$ cat src/hw/rtl/dtse_pkg.sv
`timescale 1ns / 1ps
`default_nettype none

package dtse_pkg;

	// operation codes
	localparam logic [1:0] OP_LOAD  = 2'd0;
	localparam logic [1:0] OP_UP    = 2'd1;
	localparam logic [1:0] OP_DOWN  = 2'd2;
	localparam logic [1:0] OP_ENTER = 2'd3;

	// field codes; codes above FIELD_DONE act as done
	localparam logic [2:0] FIELD_YEAR   = 3'd0;
	localparam logic [2:0] FIELD_MONTH  = 3'd1;
	localparam logic [2:0] FIELD_DAY    = 3'd2;
	localparam logic [2:0] FIELD_HOUR   = 3'd3;
	localparam logic [2:0] FIELD_MINUTE = 3'd4;
	localparam logic [2:0] FIELD_DONE   = 3'd5;

	localparam logic [11:0] YEAR_RST  = 12'd2000;
	localparam logic [3:0]  MONTH_RST = 4'd1;
	localparam logic [4:0]  DAY_RST   = 5'd1;

	typedef struct packed {
		logic [1:0]  operation;
		logic [11:0] load_year;
		logic [3:0]  load_month;
		logic [4:0]  load_day;
		logic [4:0]  load_hour;
		logic [5:0]  load_minute;
	} dtse_in_t;

	typedef struct packed {
		logic [11:0] year_out;
		logic [3:0]  month_out;
		logic [4:0]  day_out;
		logic [4:0]  hour_out;
		logic [5:0]  minute_out;
		logic [2:0]  editing_field;
		logic        commit;
		logic        leave_menu;
	} dtse_out_t;

	typedef struct packed {
		logic [11:0] year;
		logic [3:0]  month;
		logic [4:0]  day;
		logic [4:0]  hour;
		logic [5:0]  minute;
		logic [2:0]  field;
		logic        last_down;
	} dtse_state_t;

endpackage

`default_nettype wire

$ cat src/hw/rtl/dtse_edit.sv
`timescale 1ns / 1ps
`default_nettype none

module dtse_edit
	import dtse_pkg::*;
(
	input  wire dtse_state_t cur,
	input  wire dtse_in_t    cmd,
	output dtse_state_t nxt,
	output logic        commit,
	output logic        leave_menu
);

	logic [15:0] yr;
	logic [7:0]  mon;
	logic [7:0]  dy;
	logic [7:0]  hr;
	logic [7:0]  mn;
	logic [7:0]  len;
	logic        down;
	logic [15:0] d16;
	logic [7:0]  d8;

	function automatic logic [7:0] month_len(input logic [7:0] m, input logic [15:0] y);
		logic [7:0] r;
		begin
			if (m == 8'd2) begin
				r = (y[1:0] == 2'b00) ? 8'd29 : 8'd28;
			end else if (m == 8'd4 || m == 8'd6 || m == 8'd9 || m == 8'd11) begin
				r = 8'd30;
			end else begin
				r = 8'd31;
			end
			return r;
		end
	endfunction

	assign down = (cmd.operation == OP_DOWN);
	assign d16  = down ? 16'hFFFF : 16'h0001;
	assign d8   = down ? 8'hFF : 8'h01;

	// step the selected field, then recheck every field in order
	always_comb begin
		yr  = {4'd0, cur.year};
		mon = {4'd0, cur.month};
		dy  = {3'd0, cur.day};
		hr  = {3'd0, cur.hour};
		mn  = {2'd0, cur.minute};
		case (cur.field)
			FIELD_YEAR:   yr  = yr + d16;
			FIELD_MONTH:  mon = mon + d8;
			FIELD_DAY:    dy  = dy + d8;
			FIELD_HOUR:   hr  = hr + d8;
			FIELD_MINUTE: mn  = mn + d8;
			default: ;
		endcase
		if (mn == 8'hFF) begin
			mn = 8'd59;
			hr = hr - 8'd1;
		end
		if (mn > 8'd59) begin
			mn = 8'd0;
			hr = hr + 8'd1;
		end
		if (hr > 8'd23) hr = 8'd0;
		if (mon < 8'd1) mon = 8'd12;
		if (mon > 8'd12) mon = 8'd1;
		if (yr < 16'd2000) yr = 16'd2000;
		if (yr > 16'd3000) yr = 16'd3000;
		if (dy < 8'd1) dy = 8'd31;
		len = month_len(mon, yr);
		if (dy > len) dy = down ? len : 8'd1;
	end

	always_comb begin
		nxt        = cur;
		commit     = 1'b0;
		leave_menu = 1'b0;
		if (cmd.operation == OP_LOAD) begin
			nxt.year   = cmd.load_year;
			nxt.month  = cmd.load_month;
			nxt.day    = cmd.load_day;
			nxt.hour   = cmd.load_hour;
			nxt.minute = cmd.load_minute;
			nxt.field  = FIELD_YEAR;
		end else if (cur.field >= FIELD_DONE) begin
			leave_menu = 1'b1;
		end else if (cmd.operation == OP_ENTER) begin
			commit    = (cur.field == FIELD_MINUTE);
			nxt.field = cur.field + 3'd1;
		end else begin
			nxt.year      = yr[11:0];
			nxt.month     = mon[3:0];
			nxt.day       = dy[4:0];
			nxt.hour      = hr[4:0];
			nxt.minute    = mn[5:0];
			nxt.last_down = down;
		end
	end

endmodule

`default_nettype wire

$ cat src/hw/rtl/date_time_set_editor_core.sv
`timescale 1ns / 1ps
`default_nettype none

// Date and time set editor, driven by button words.
// Input channel cmd (cmd_valid/cmd_ready): one word per button event: load,
// up, down or enter, with the current date and time used by load.
// Output channel res (res_valid/res_ready): one word per accepted command,
// showing the edited date and time, the selected field, and the commit and
// leave_menu pulses caused by that command.
// The result word is registered: it is valid the cycle after the command is taken.
// Throughput: one command per cycle while res_ready stays high; the edit
// state is updated at the accepting edge by a single pass of wrap and
// clamp logic, so the next command sees it at once.
// cmd_ready is high while the result register is empty or being drained;
// when the receiver stalls, the result word holds and cmd_ready drops
// until it is taken.
// Reset: the edit state returns to 2000-01-01 00:00 with the year field
// selected, and no result word is pending.
module date_time_set_editor_core
	import dtse_pkg::*;
(
	input  wire logic      clk,
	input  wire logic      arst_n,
	input  wire logic      cmd_valid,
	output logic           cmd_ready,
	input  wire dtse_in_t  cmd,
	output logic           res_valid,
	input  wire logic      res_ready,
	output dtse_out_t      res
);

	dtse_state_t state_q;
	dtse_state_t state_nxt;
	logic        commit_nxt;
	logic        leave_nxt;
	logic        accept;
	dtse_out_t   res_q;
	logic        res_valid_q;

	dtse_edit u_edit (
		.cur        (state_q),
		.cmd        (cmd),
		.nxt        (state_nxt),
		.commit     (commit_nxt),
		.leave_menu (leave_nxt)
	);

	assign cmd_ready = !res_valid_q || res_ready;
	assign accept    = cmd_valid && cmd_ready;

	always_ff @(posedge clk or negedge arst_n) begin
		if (!arst_n) begin
			state_q.year      <= YEAR_RST;
			state_q.month     <= MONTH_RST;
			state_q.day       <= DAY_RST;
			state_q.hour      <= '0;
			state_q.minute    <= '0;
			state_q.field     <= FIELD_YEAR;
			state_q.last_down <= 1'b0;
			res_valid_q       <= 1'b0;
		end else begin
			if (accept) begin
				state_q <= state_nxt;
			end
			if (accept) begin
				res_valid_q <= 1'b1;
			end else if (res_ready) begin
				res_valid_q <= 1'b0;
			end
		end
	end

	// result payload: load on accept, hold otherwise
	always_ff @(posedge clk) begin
		if (accept) begin
			res_q.year_out      <= state_nxt.year;
			res_q.month_out     <= state_nxt.month;
			res_q.day_out       <= state_nxt.day;
			res_q.hour_out      <= state_nxt.hour;
			res_q.minute_out    <= state_nxt.minute;
			res_q.editing_field <= state_nxt.field;
			res_q.commit        <= commit_nxt;
			res_q.leave_menu    <= leave_nxt;
		end
	end

	assign res_valid = res_valid_q;
	assign res       = res_q;

`ifndef ASSERT_OFF
	a_accept_gives_word: assert property (@(posedge clk) disable iff (!arst_n)
		accept |=> res_valid)
		else $error("accepted command produced no result word");

	a_commit_enters_done: assert property (@(posedge clk) disable iff (!arst_n)
		(res_valid && res.commit) |-> (res.editing_field == FIELD_DONE))
		else $error("commit without entering done field");

	a_commit_leave_excl: assert property (@(posedge clk) disable iff (!arst_n)
		res_valid |-> !(res.commit && res.leave_menu))
		else $error("commit and leave_menu in one word");

	a_leave_in_done: assert property (@(posedge clk) disable iff (!arst_n)
		(res_valid && res.leave_menu) |-> (res.editing_field >= FIELD_DONE))
		else $error("leave_menu outside done field");

	a_state_matches_word: assert property (@(posedge clk) disable iff (!arst_n)
		res_valid |-> (res.editing_field == state_q.field
			&& res.year_out == state_q.year))
		else $error("result word out of step with edit state");
`endif

endmodule

`default_nettype wire

$ cat config.mk
export PLATFORM = sky130hd
export DESIGN_NAME = date_time_set_editor_core
export DESIGN_NICKNAME = d
export VERILOG_FILES = /design/src/hw/rtl/dtse_pkg.sv /design/src/hw/rtl/dtse_edit.sv /design/src/hw/rtl/date_time_set_editor_core.sv
export SDC_FILE = /design/constraint.sdc
export NUM_CORES = 1
export LEC_CHECK = 0
export BUFFER_PORTS_ARGS = -buffer_cell sky130_fd_sc_hd__buf_2
export CAP_MARGIN = 20
export CELL_PAD_IN_SITES_DETAIL_PLACEMENT = 1
export CELL_PAD_IN_SITES_GLOBAL_PLACEMENT = 1
export CORE_ASPECT_RATIO = 0.5
export CORE_MARGIN = 1.5
export CORE_UTILIZATION = 35
export DETAILED_ROUTE_END_ITERATION = 10
export GPL_TIMING_DRIVEN = 0
export PLACE_DENSITY_LB_ADDON = 0.1
export SYNTH_ARGS = -nofsm -noshare
export SYNTH_HDL_FRONTEND = slang
export SYNTH_SLANG_ARGS = --single-unit
$ cat constraint.sdc
create_clock -name clk -period 5 [get_ports clk]
set_clock_uncertainty 0.15 [all_clocks]
set_input_delay 0.5 -clock clk [delete_from_list [all_inputs] [get_ports clk]]
set_output_delay 0.5 -clock clk [all_outputs]
set_load 0.02 [all_outputs]
==> flow_summary.ini, run 1 <==
[power]
irDropWorstVdd_mv = 0.223
leakage_nw = 2.77
combPwrFrac_pct = 54.2
p_sw_mw = 1.63
p_sw_share_pct = 45.3
clockPowerShare_pct = 19.2
seq_power_share_pct = 26.6
internal-power_mw = 1.97
p_per_area_mw_per_mm2 = 494

[setup_path]
crit_slowest_cell = or4b_4
r2r_end = res[16]
start_kind = register
required_ns = 4.92
slowest_delay_ns = 0.56
cp_data_arrival_time_ns = 4.82
rr_startpoint = state_q[25]
path_max_fanout = 10
crit_chain = buf_2, xnor2_2, ha_2, or4b_4, or4_4, o22ai_4, and3_4, o22ai_4, nand2b_4, or4_4, a41oi_4, ha_4, inv_1, a21oi_2, a21oi_2, a21oi_4, nand2_1, o31ai_2, o21ai_0
worstSetupPathType = reg -> reg
reg2reg_slack_ns = 0.1
r2r_cells = 19
crit_path_end_kind = register

[route]
vias_per_cell = 5.87
route.detailed.drc = 0
drt_iter0_drc = 347
detail_route.wl_per_cell_um = 21.9
vias = 6048
wirelength_um = 22600
first_pass_iters = 5
ant_nets = 0

[min_path]
min_from = cmd_valid
worstHoldPathType = in -> reg
min_to = res_valid
whs_path_depth = 2

[logic_synthesis]
synth_cell_types = 74
synth_edf_count = 37
ys_warn_count = 0
syn_avg_cell_area_um2 = 8.34
synth-seq-cells = 73
syn_nets = 747
ys.flop_type = edfxtp_1
netlist_area_mm2 = 0.00579
syn_inst = 694
synth_async_sr_flop_share_pct = 49.3
seq_area_frac_synth_pct = 34.9

[grt]
grt_max_degree = 37
grt_use_total_pct = 27.0
first_global_vias = 6147
grt_overflow = 0
antenna_found_initial = 0
grt_pass1_wl_um = 35000

[layout]
antenna_cells = 0
final_area_mm2 = 0.00730
regArea_mm2 = 0.00202
multiInputGateArea_mm2 = 0.00380
synthToLayoutAreaGrowth_pct = 26.1
mostFrequentLayoutCell = buf_2
final_nets = 858
final_cell_mix = buf_2 (81), nand2_1 (80), nor2_1 (53)
fillCellCount = 1918
drive_gt1_share_pct = 25.8

[timing]
post-route-min-period_ns = 4.90
hold_viol = 0
fmax_mhz = 204
fin_crit_sh_pct = 98.0
worst_pin_slew_ns = 0.852
setup_tns_ns = 0
setup_viol = 0
slew_headroom_pct = 43.2
slew_viol_final = 0
finalWorstSetupSlack_ns = 0.0991

[floorplanning]
core_mm2 = 0.0158
die_x_um = 185
io_pins = 77
row_count = 32
die_area_mm2 = 0.0174
start_util_pct = 36.7
fp.dieH_um = 93.9

[flow_run]
cap_viol_max_count = 0

[placement]
dp_hpwl_um = 16100
place_area_mm2 = 0.00648
portBuffers = 76
gp_congestion = 0.892
dp_slack_ns = -1.32

[clock_tree]
htreeDepth = 3
cts_tree = done
clockBufferDepth = 2
path_clk_slew_ns = 0.07
numCtsBuffers = 9
root_buffer = clkbuf_16
clock-sinks = 73
clk_latency_ns = 0.36

[outcome]
status = complete, no violations
[metrics by stage]
stage / instances / hold slack [ns] / total power [mW] / util, %
2_1_floorplan: 694 / 0.0544 / 2.13 / -
3_3_place_gp: 991 / 0.363 / 2.57 / 40.9
3_5_place_dp: 992 / 0.369 / 2.62 / 41.1
4_1_cts: 1024 / 0.192 / 3.42 / 44.8
5_1_grt: 1031 / 0.213 / 3.83 / 46.3
6_report: 1031 / 0.194 / 3.60 / 46.3
[critical path: cells and delay by family, from the launching register on]
kind | cells | cell delay, ns
simple gates | 6 | 2.07
compound gates | 8 | 1.22
flops | 1 | 0.40
fa+ha+maj | 2 | 0.36
buf+inv | 2 | 0.25
xor+xnor | 1 | 0.16
[routing by layer]
metal / part of all wire (%) / global-route usage (%)
met3: 5.0 / 5.97
met1: 49 / 37.2
met2: 45 / 42.7
met4: 1.6 / 6.78
met5: 0 / 0
[repair_timing]
action                                  in CTS  in global routing
pin swaps                                   20                 21
gates cloned                                 0                  0
endpoints found under the hold margin        0                 10
hold buffers                                 0                  1
setup buffers                               16                  7
gates resized for setup                     33                 30
endpoints found under the setup margin      18                 10
[how the worst max path moves through the flow]
stage	start	to	slack (ns)	cells past startpoint
4_1_cts	cmd[32]	res[17]	0.00007	21
3_5_place_dp	cmd[32]	state_q[17]	-1.32	23
6_report	state_q[25]	res[16]	0.1	19
2_1_floorplan	cmd[32]	state_q[17]	0.006	22
5_1_grt	cmd[32]	res[17]	-0.05	24
3_3_place_gp	cmd[32]	res[16]	-1.30	19
[sequential cells by signal, summed over array words and instances (netlist names)]
| signal | flops |
|---|---|
| res_valid | 1 |
| res | 37 |
| state_q | 35 |
[cells by family after synthesis]
| kind of cell | count (synthesis) | synth area share [%] |
|---|---|---|
| compound gates | 199 | 22.8 |
| flops | 73 | 34.9 |
| fa+ha+maj | 15 | 3.24 |
| simple gates | 293 | 26.9 |
| xor+xnor | 25 | 3.78 |
| mux | 20 | 3.76 |
| buf+inv | 69 | 4.58 |
[cell usage after synthesis, drive strengths merged, types with 5 or more instances]
library cell  number  area (um2)
a21o               5        37.5
a21oi             45         225
a31oi             10        68.8
a32oi              8        70.1
and2               7        43.8
and3               8        50.1
buf                7        32.5
clkbuf            46         173
dfrtp             28         701
dfstp              8         210
edfxtp            37        1110
ha                15         188
inv               16        60.1
mux2              14         158
mux2i              6        60.1
nand2             80         300
nand2b            12        90.1
nand3             20         100
nand3b             5        37.5
nand4              7        43.8
nor2              53         199
nor2b              7        43.8
nor3              23         115
nor4              15         109
nor4b              5        43.8
o211ai             5        37.5
o21a              10        75.1
o21ai             55         290
o21bai             5        37.5
o22ai              5        31.3
o31ai              9        67.6
or2               12        75.1
or3               12        75.1
or4               12        93.8
xnor2             15         131
xor2              10        87.6
[power by group through the flow]
stage                     Clock (mW)  Combinational [mW]  Sequential [mW]
after floorplan                    0                1.14            0.988
after global placement             0                1.62            0.957
after detailed placement           0                1.66            0.963
after CTS                      0.700                1.76            0.955
after global routing           0.725                2.12            0.977
final                          0.692                1.95            0.959
[area by class of cell]
type,instances,share of cell area [%]
sequential,73,27.7
buffer,51,3.05
inverter,16,0.823
tap,221,3.79
clock inverter,6,0.891
timing repair buffer,102,8.40
multi-input combinational,552,52.1
clock buffer,10,3.27
Note: power is estimated with default switching activity, not from simulation.
==> run 2: changes to the inputs <==
Settings changed: CELL_PAD_IN_SITES_DETAIL_PLACEMENT 1 to unset, CELL_PAD_IN_SITES_GLOBAL_PLACEMENT 1 to unset, PLACE_DENSITY_LB_ADDON 0.1 to unset.
==> run 2 against run 1 <==
Against the previous run:
- via count is 2.1% lower
- combinational power down 6%
- critical endpoint unchanged
- critical path type is now in -> reg
- count of clock-buffer cells in the layout is 1 lower
- largest power group unchanged
- wire length is 12% lower
- worst setup slack got worse by 0.041 ns
- critical path depth increased by 4
- non-clock buffer count down 4
- register-to-register slack better by 0.04 ns
- sequential cell count did not move
- core utilization decreased by 0.81 points
- die area did not move
==> flow_summary.ini, run 2 (synthesized netlist as in run 1, its figures left out) <==
[timing]
post-route-min-period_ns = 4.94
worst_pin_slew_ns = 0.982
setup_viol = 0
hold_viol = 0
setup_tns_ns = 0
finalWorstSetupSlack_ns = 0.0578
fmax_mhz = 202
fin_crit_sh_pct = 98.8
slew_headroom_pct = 34.5
slew_viol_final = 0
holdWs_ns = 0.169

[floorplanning]
fp.dieH_um = 93.9
io_pins = 77
row_count = 32
start_util_pct = 36.7
die_x_um = 185
die_area_mm2 = 0.0174
core_mm2 = 0.0158

[layout]
synthToLayoutAreaGrowth_pct = 23.9
drive_gt1_share_pct = 24.7
mostFrequentLayoutCell = buf_2
antenna_cells = 0
largest_reg_flops = 37
final_cells = 1027
multiInputGateArea_mm2 = 0.00371
fillCellCount = 1614
final_nets = 854
final_cell_mix = buf_2 (81), nand2_1 (80), nor2_1 (53)
utilization_pct = 45.5
regArea_mm2 = 0.00202

[placement]
gp_congestion = 0.930
dp_slack_ns = -1.20
dp_cells = 992
portBuffers = 76
dp_hpwl_um = 14000

[setup_path]
path_delay_family = compound AO/OA/AOI/OAI gates
crit_buf_inv = 6
worstSetupPathType = in -> reg
crit_path_end_kind = register
slowest_delay_ns = 0.55
path_max_fanout = 7
start_kind = primary input
crit_slowest_cell = or4b_4
required_ns = 4.92
crit_chain = buf_12, nand2b_4, clkbuf_16, clkbuf_16, xnor2_2, ha_2, or4b_4, buf_6, nor4_4, nor3_2, o32a_1, o22a_1, buf_4, or3b_1, o22ai_2, a41oi_2, ha_2, inv_1, a21oi_2, a21oi_2, a21oi_4, o31ai_2, o21ai_0
cp_num_cells = 23
r2r_cells = 20
cp_data_arrival_time_ns = 4.86

[flow_run]
cap_viol_max_count = 0

[route]
ant_nets = 0
vias_per_cell = 5.77
vias = 5923
detail_route.wl_per_cell_um = 19.3
wirelength_um = 19800
drt_iter0_drc = 695
route.detailed.drc = 0
first_pass_iters = 8

[clock_tree]
path_clk_slew_ns = 0.06
clock-sinks = 73
cts_hold_buf = 0
cts_tree = done
root_buffer = clkbuf_16
numCtsBuffers = 9
htreeDepth = 3
clk_latency_ns = 0.34
clockBufferDepth = 2

[grt]
grt_use_total_pct = 23.3
grt_pass1_wl_um = 30800
first_global_vias = 5532
grt_overflow = 0
grt_max_degree = 37
antenna_found_initial = 0

[power]
irDropWorstVdd_mv = 0.171
p_per_area_mw_per_mm2 = 481
leakage_nw = 2.74

[outcome]
status = complete, no violations

[min_path]
worstHoldPathType = in -> async
run 2: cell count changes in the layout (fill, tap and decap cells not counted), sizes merged:
cell / before / now
dlygate4sd3: 1 / 0
buf: 109 / 104
clkinvlp: 1 / 2
clkbuf: 53 / 54
run 2: timing repair:
action                     in CTS  in global routing
resized for setup              34                 18
cloned                          0                  0
setup buffers                  12                  7
setup endpoints to repair      14                 10
pin swaps                      16                 17
run 2: layout make-up:
class | count | share of cell area (%)
sequential | 73 | 28.2
clock buffer | 9 | 3.14
multi-input combinational | 552 | 51.7
clock inverter | 7 | 0.959
timing repair buffer | 96 | 7.83
buffer | 53 | 3.51
tap | 221 | 3.85
inverter | 16 | 0.837
run 2: final timing paths:
path	from	to	slack, ns
hold / removal	arst_n	state_q[21]	0.17
setup reg to reg	state_q[25]	res[16]	0.14
hold reg to reg	state_q[34]	state_q[34]	0.39
max in group asynchronous	arst_n	state_q[25]	3.92
setup / recovery	cmd[32]	res[16]	0.06
min in group clk	cmd_valid	res_valid	0.22
run 2: stage by stage:
step | total power, mW | cell area (um2)
final | 3.45 | 7170
after global routing | 3.68 | 7170
after CTS | 3.31 | 7040
after detailed placement | 2.56 | 6480
after global placement | 2.55 | 6450
after floorplan | 2.13 | 5800
run 2: routing by layer:
layer	vias to the layer above	part of all wire [%]	GRT usage, %
met1	2864	48	33.2
met5	-	0	0
met3	31	7.5	4.88
li1	2801	-	-
met4	0	1.9	6.44
met2	227	43	35.6
run 2: power breakdown:
part / total, mW / internal (mW) / switching, mW
Combinational: 1.84 / 0.709 / 1.13
Sequential: 0.954 / 0.829 / 0.125
Clock: 0.656 / 0.386 / 0.271
Total: 3.45 / 1.92 / 1.53
run 2: worst register-to-register path, cell delays in order (launching register included):
cell	delay [ns]
dfrtp_1	0.38
buf_2	0.21
xnor2_2	0.16
ha_2	0.20
or4b_4	0.55
buf_6	0.14
nor4_4	0.17
nor3_2	0.06
o32a_1	0.37
o22a_1	0.27
buf_4	0.16
or3b_1	0.36
o22ai_2	0.15
a41oi_2	0.16
ha_2	0.20
inv_1	0.08
a21oi_2	0.07
a21oi_2	0.20
a21oi_4	0.13
o31ai_2	0.29
o21ai_0	0.14
==> run 3: changes to the inputs <==
Settings changed: CORE_ASPECT_RATIO 0.5 to 0.8.
==> run 3 against run 2 <==
Against the previous run:
- sequential power about the same
- critical path depth down 4
- worst setup slack gained 0.046 ns
- die area down 0.24%
- global-route usage decreased by 0.066 points
- sequential cell count did not move
==> flow_summary.ini, run 3 (synthesized netlist as in run 1, its figures left out) <==
[clock_tree]
path_clk_slew_ns = 0.06
clock-sinks = 73
root_buffer = clkbuf_16
cts_hold_buf = 0
numCtsBuffers = 9
clockBufferDepth = 2
htreeDepth = 3
cts_tree = done
clk_latency_ns = 0.36

[timing]
slew_headroom_pct = 34.8
fmax_mhz = 204
setup_viol = 0
slew_viol_final = 0
post-route-min-period_ns = 4.90
fin_crit_sh_pct = 97.9
worst_pin_slew_ns = 0.978
finalWorstSetupSlack_ns = 0.104
hold_viol = 0

[floorplanning]
die_area_mm2 = 0.0173
start_util_pct = 36.3
fp.dieH_um = 118
core_mm2 = 0.0160
io_pins = 77
die_x_um = 147
row_count = 41

[setup_path]
crit_buf_inv = 2
crit_path_end_kind = register
crit_slowest_cell = or4b_4
required_ns = 5.13
cp_data_arrival_time_ns = 5.03
slowest_delay_ns = 0.56
cp_num_cells = 19
startpoint = state_q[25]
crit_chain = buf_4, xnor2_2, ha_2, or4b_4, or4_4, o22ai_4, buf_4, a21oi_2, a311oi_2, or3b_1, o22ai_2, a41oi_4, ha_2, a21oi_4, a21oi_4, a21oi_1, o31ai_1, o211ai_1, a31oi_1
r2r_cells = 19
rr_startpoint = state_q[25]
start_kind = register
worstSetupPathType = reg -> reg
path_max_fanout = 10
path_delay_family = compound AO/OA/AOI/OAI gates

[power]
leakage_nw = 2.69
combPwrFrac_pct = 53.5
seq_power_share_pct = 28.2
p_per_area_mw_per_mm2 = 477
p_sw_mw = 1.54
clockPowerShare_pct = 18.3
irDropWorstVdd_mv = 0.222
internal-power_mw = 1.85
p_sw_share_pct = 45.4

[route]
route.detailed.drc = 0
first_pass_iters = 5
vias_per_cell = 5.83
ant_nets = 0
drt_iter0_drc = 515
vias = 5925
detail_route.wl_per_cell_um = 19.5
wirelength_um = 19800

[outcome]
status = complete, no violations

[layout]
final_cell_mix = buf_2 (80), nand2_1 (80), nor2_1 (53)
utilization_pct = 44.6
drive_gt1_share_pct = 23.9
final_nets = 850
antenna_cells = 0
largest_reg_flops = 37
synthToLayoutAreaGrowth_pct = 22.8

[min_path]
worstHoldPathType = in -> async

[flow_run]
cap_viol_max_count = 0

[grt]
grt_max_degree = 37
first_global_vias = 5557
antenna_found_initial = 0
grt_overflow = 0
grt_pass1_wl_um = 31100
grt_use_total_pct = 23.3

[placement]
portBuffers = 76
dp_hpwl_um = 13800
gp_congestion = 0.930
dp_slack_ns = -1.33
run 3: area by class of cell:
cell class                      count  area [um2]
Inverter                           16        60.1
Multi-Input combinational cell    552        3710
Sequential cell                    73        2020
Tap cell                          215         269
Fill cell                        1633        8840
Buffer                             52         229
Clock buffer                       10         229
Timing Repair Buffer               93         547
Clock inverter                      6        43.8
run 3: power by group through the flow:
stage	logic [mW]	clock network, mW	registers [mW]
global route	1.99	0.658	0.971
finish	1.81	0.620	0.954
global placement	1.59	0	0.958
CTS	1.71	0.638	0.949
floorplan	1.14	0	0.988
detailed placement	1.60	0	0.958
run 3: per-layer routing:
metal | track usage (%) | wire length [um]
met4 | 7.32 | 510
met3 | 5.62 | 1590
met1 | 33.0 | 9200
met2 | 34.6 | 8520
met5 | 0 | 0
run 3: worst paths after layout:
check                         endpoint  slack (ns)
hold reg to reg              res_valid        0.37
min in group clk             res_valid        0.19
max in group asynchronous  state_q[25]        3.94
setup reg to reg           state_q[16]        0.10
hold / removal              state_q[8]        0.15
setup / recovery           state_q[16]        0.10
run 3: what timing repair did:
item,4_1_cts,5_1_grt
pin swaps,18,17
endpoints found under the setup margin,14,10
resized for setup,35,17
setup buffers,13,3
run 3: through the flow:
step	std cells	instance area (um2)	power [mW]	setup TNS [ns]	hold WS, ns
2_1_floorplan	694	5800	2.13	0	0.0544
3_3_place_gp	985	6450	2.55	-15.84	0.362
3_5_place_dp	986	6480	2.56	-16.18	0.362
4_1_cts	1015	7030	3.30	0	0.162
5_1_grt	1017	7110	3.62	-0.0342	0.200
6_report	1017	7110	3.39	0	0.152
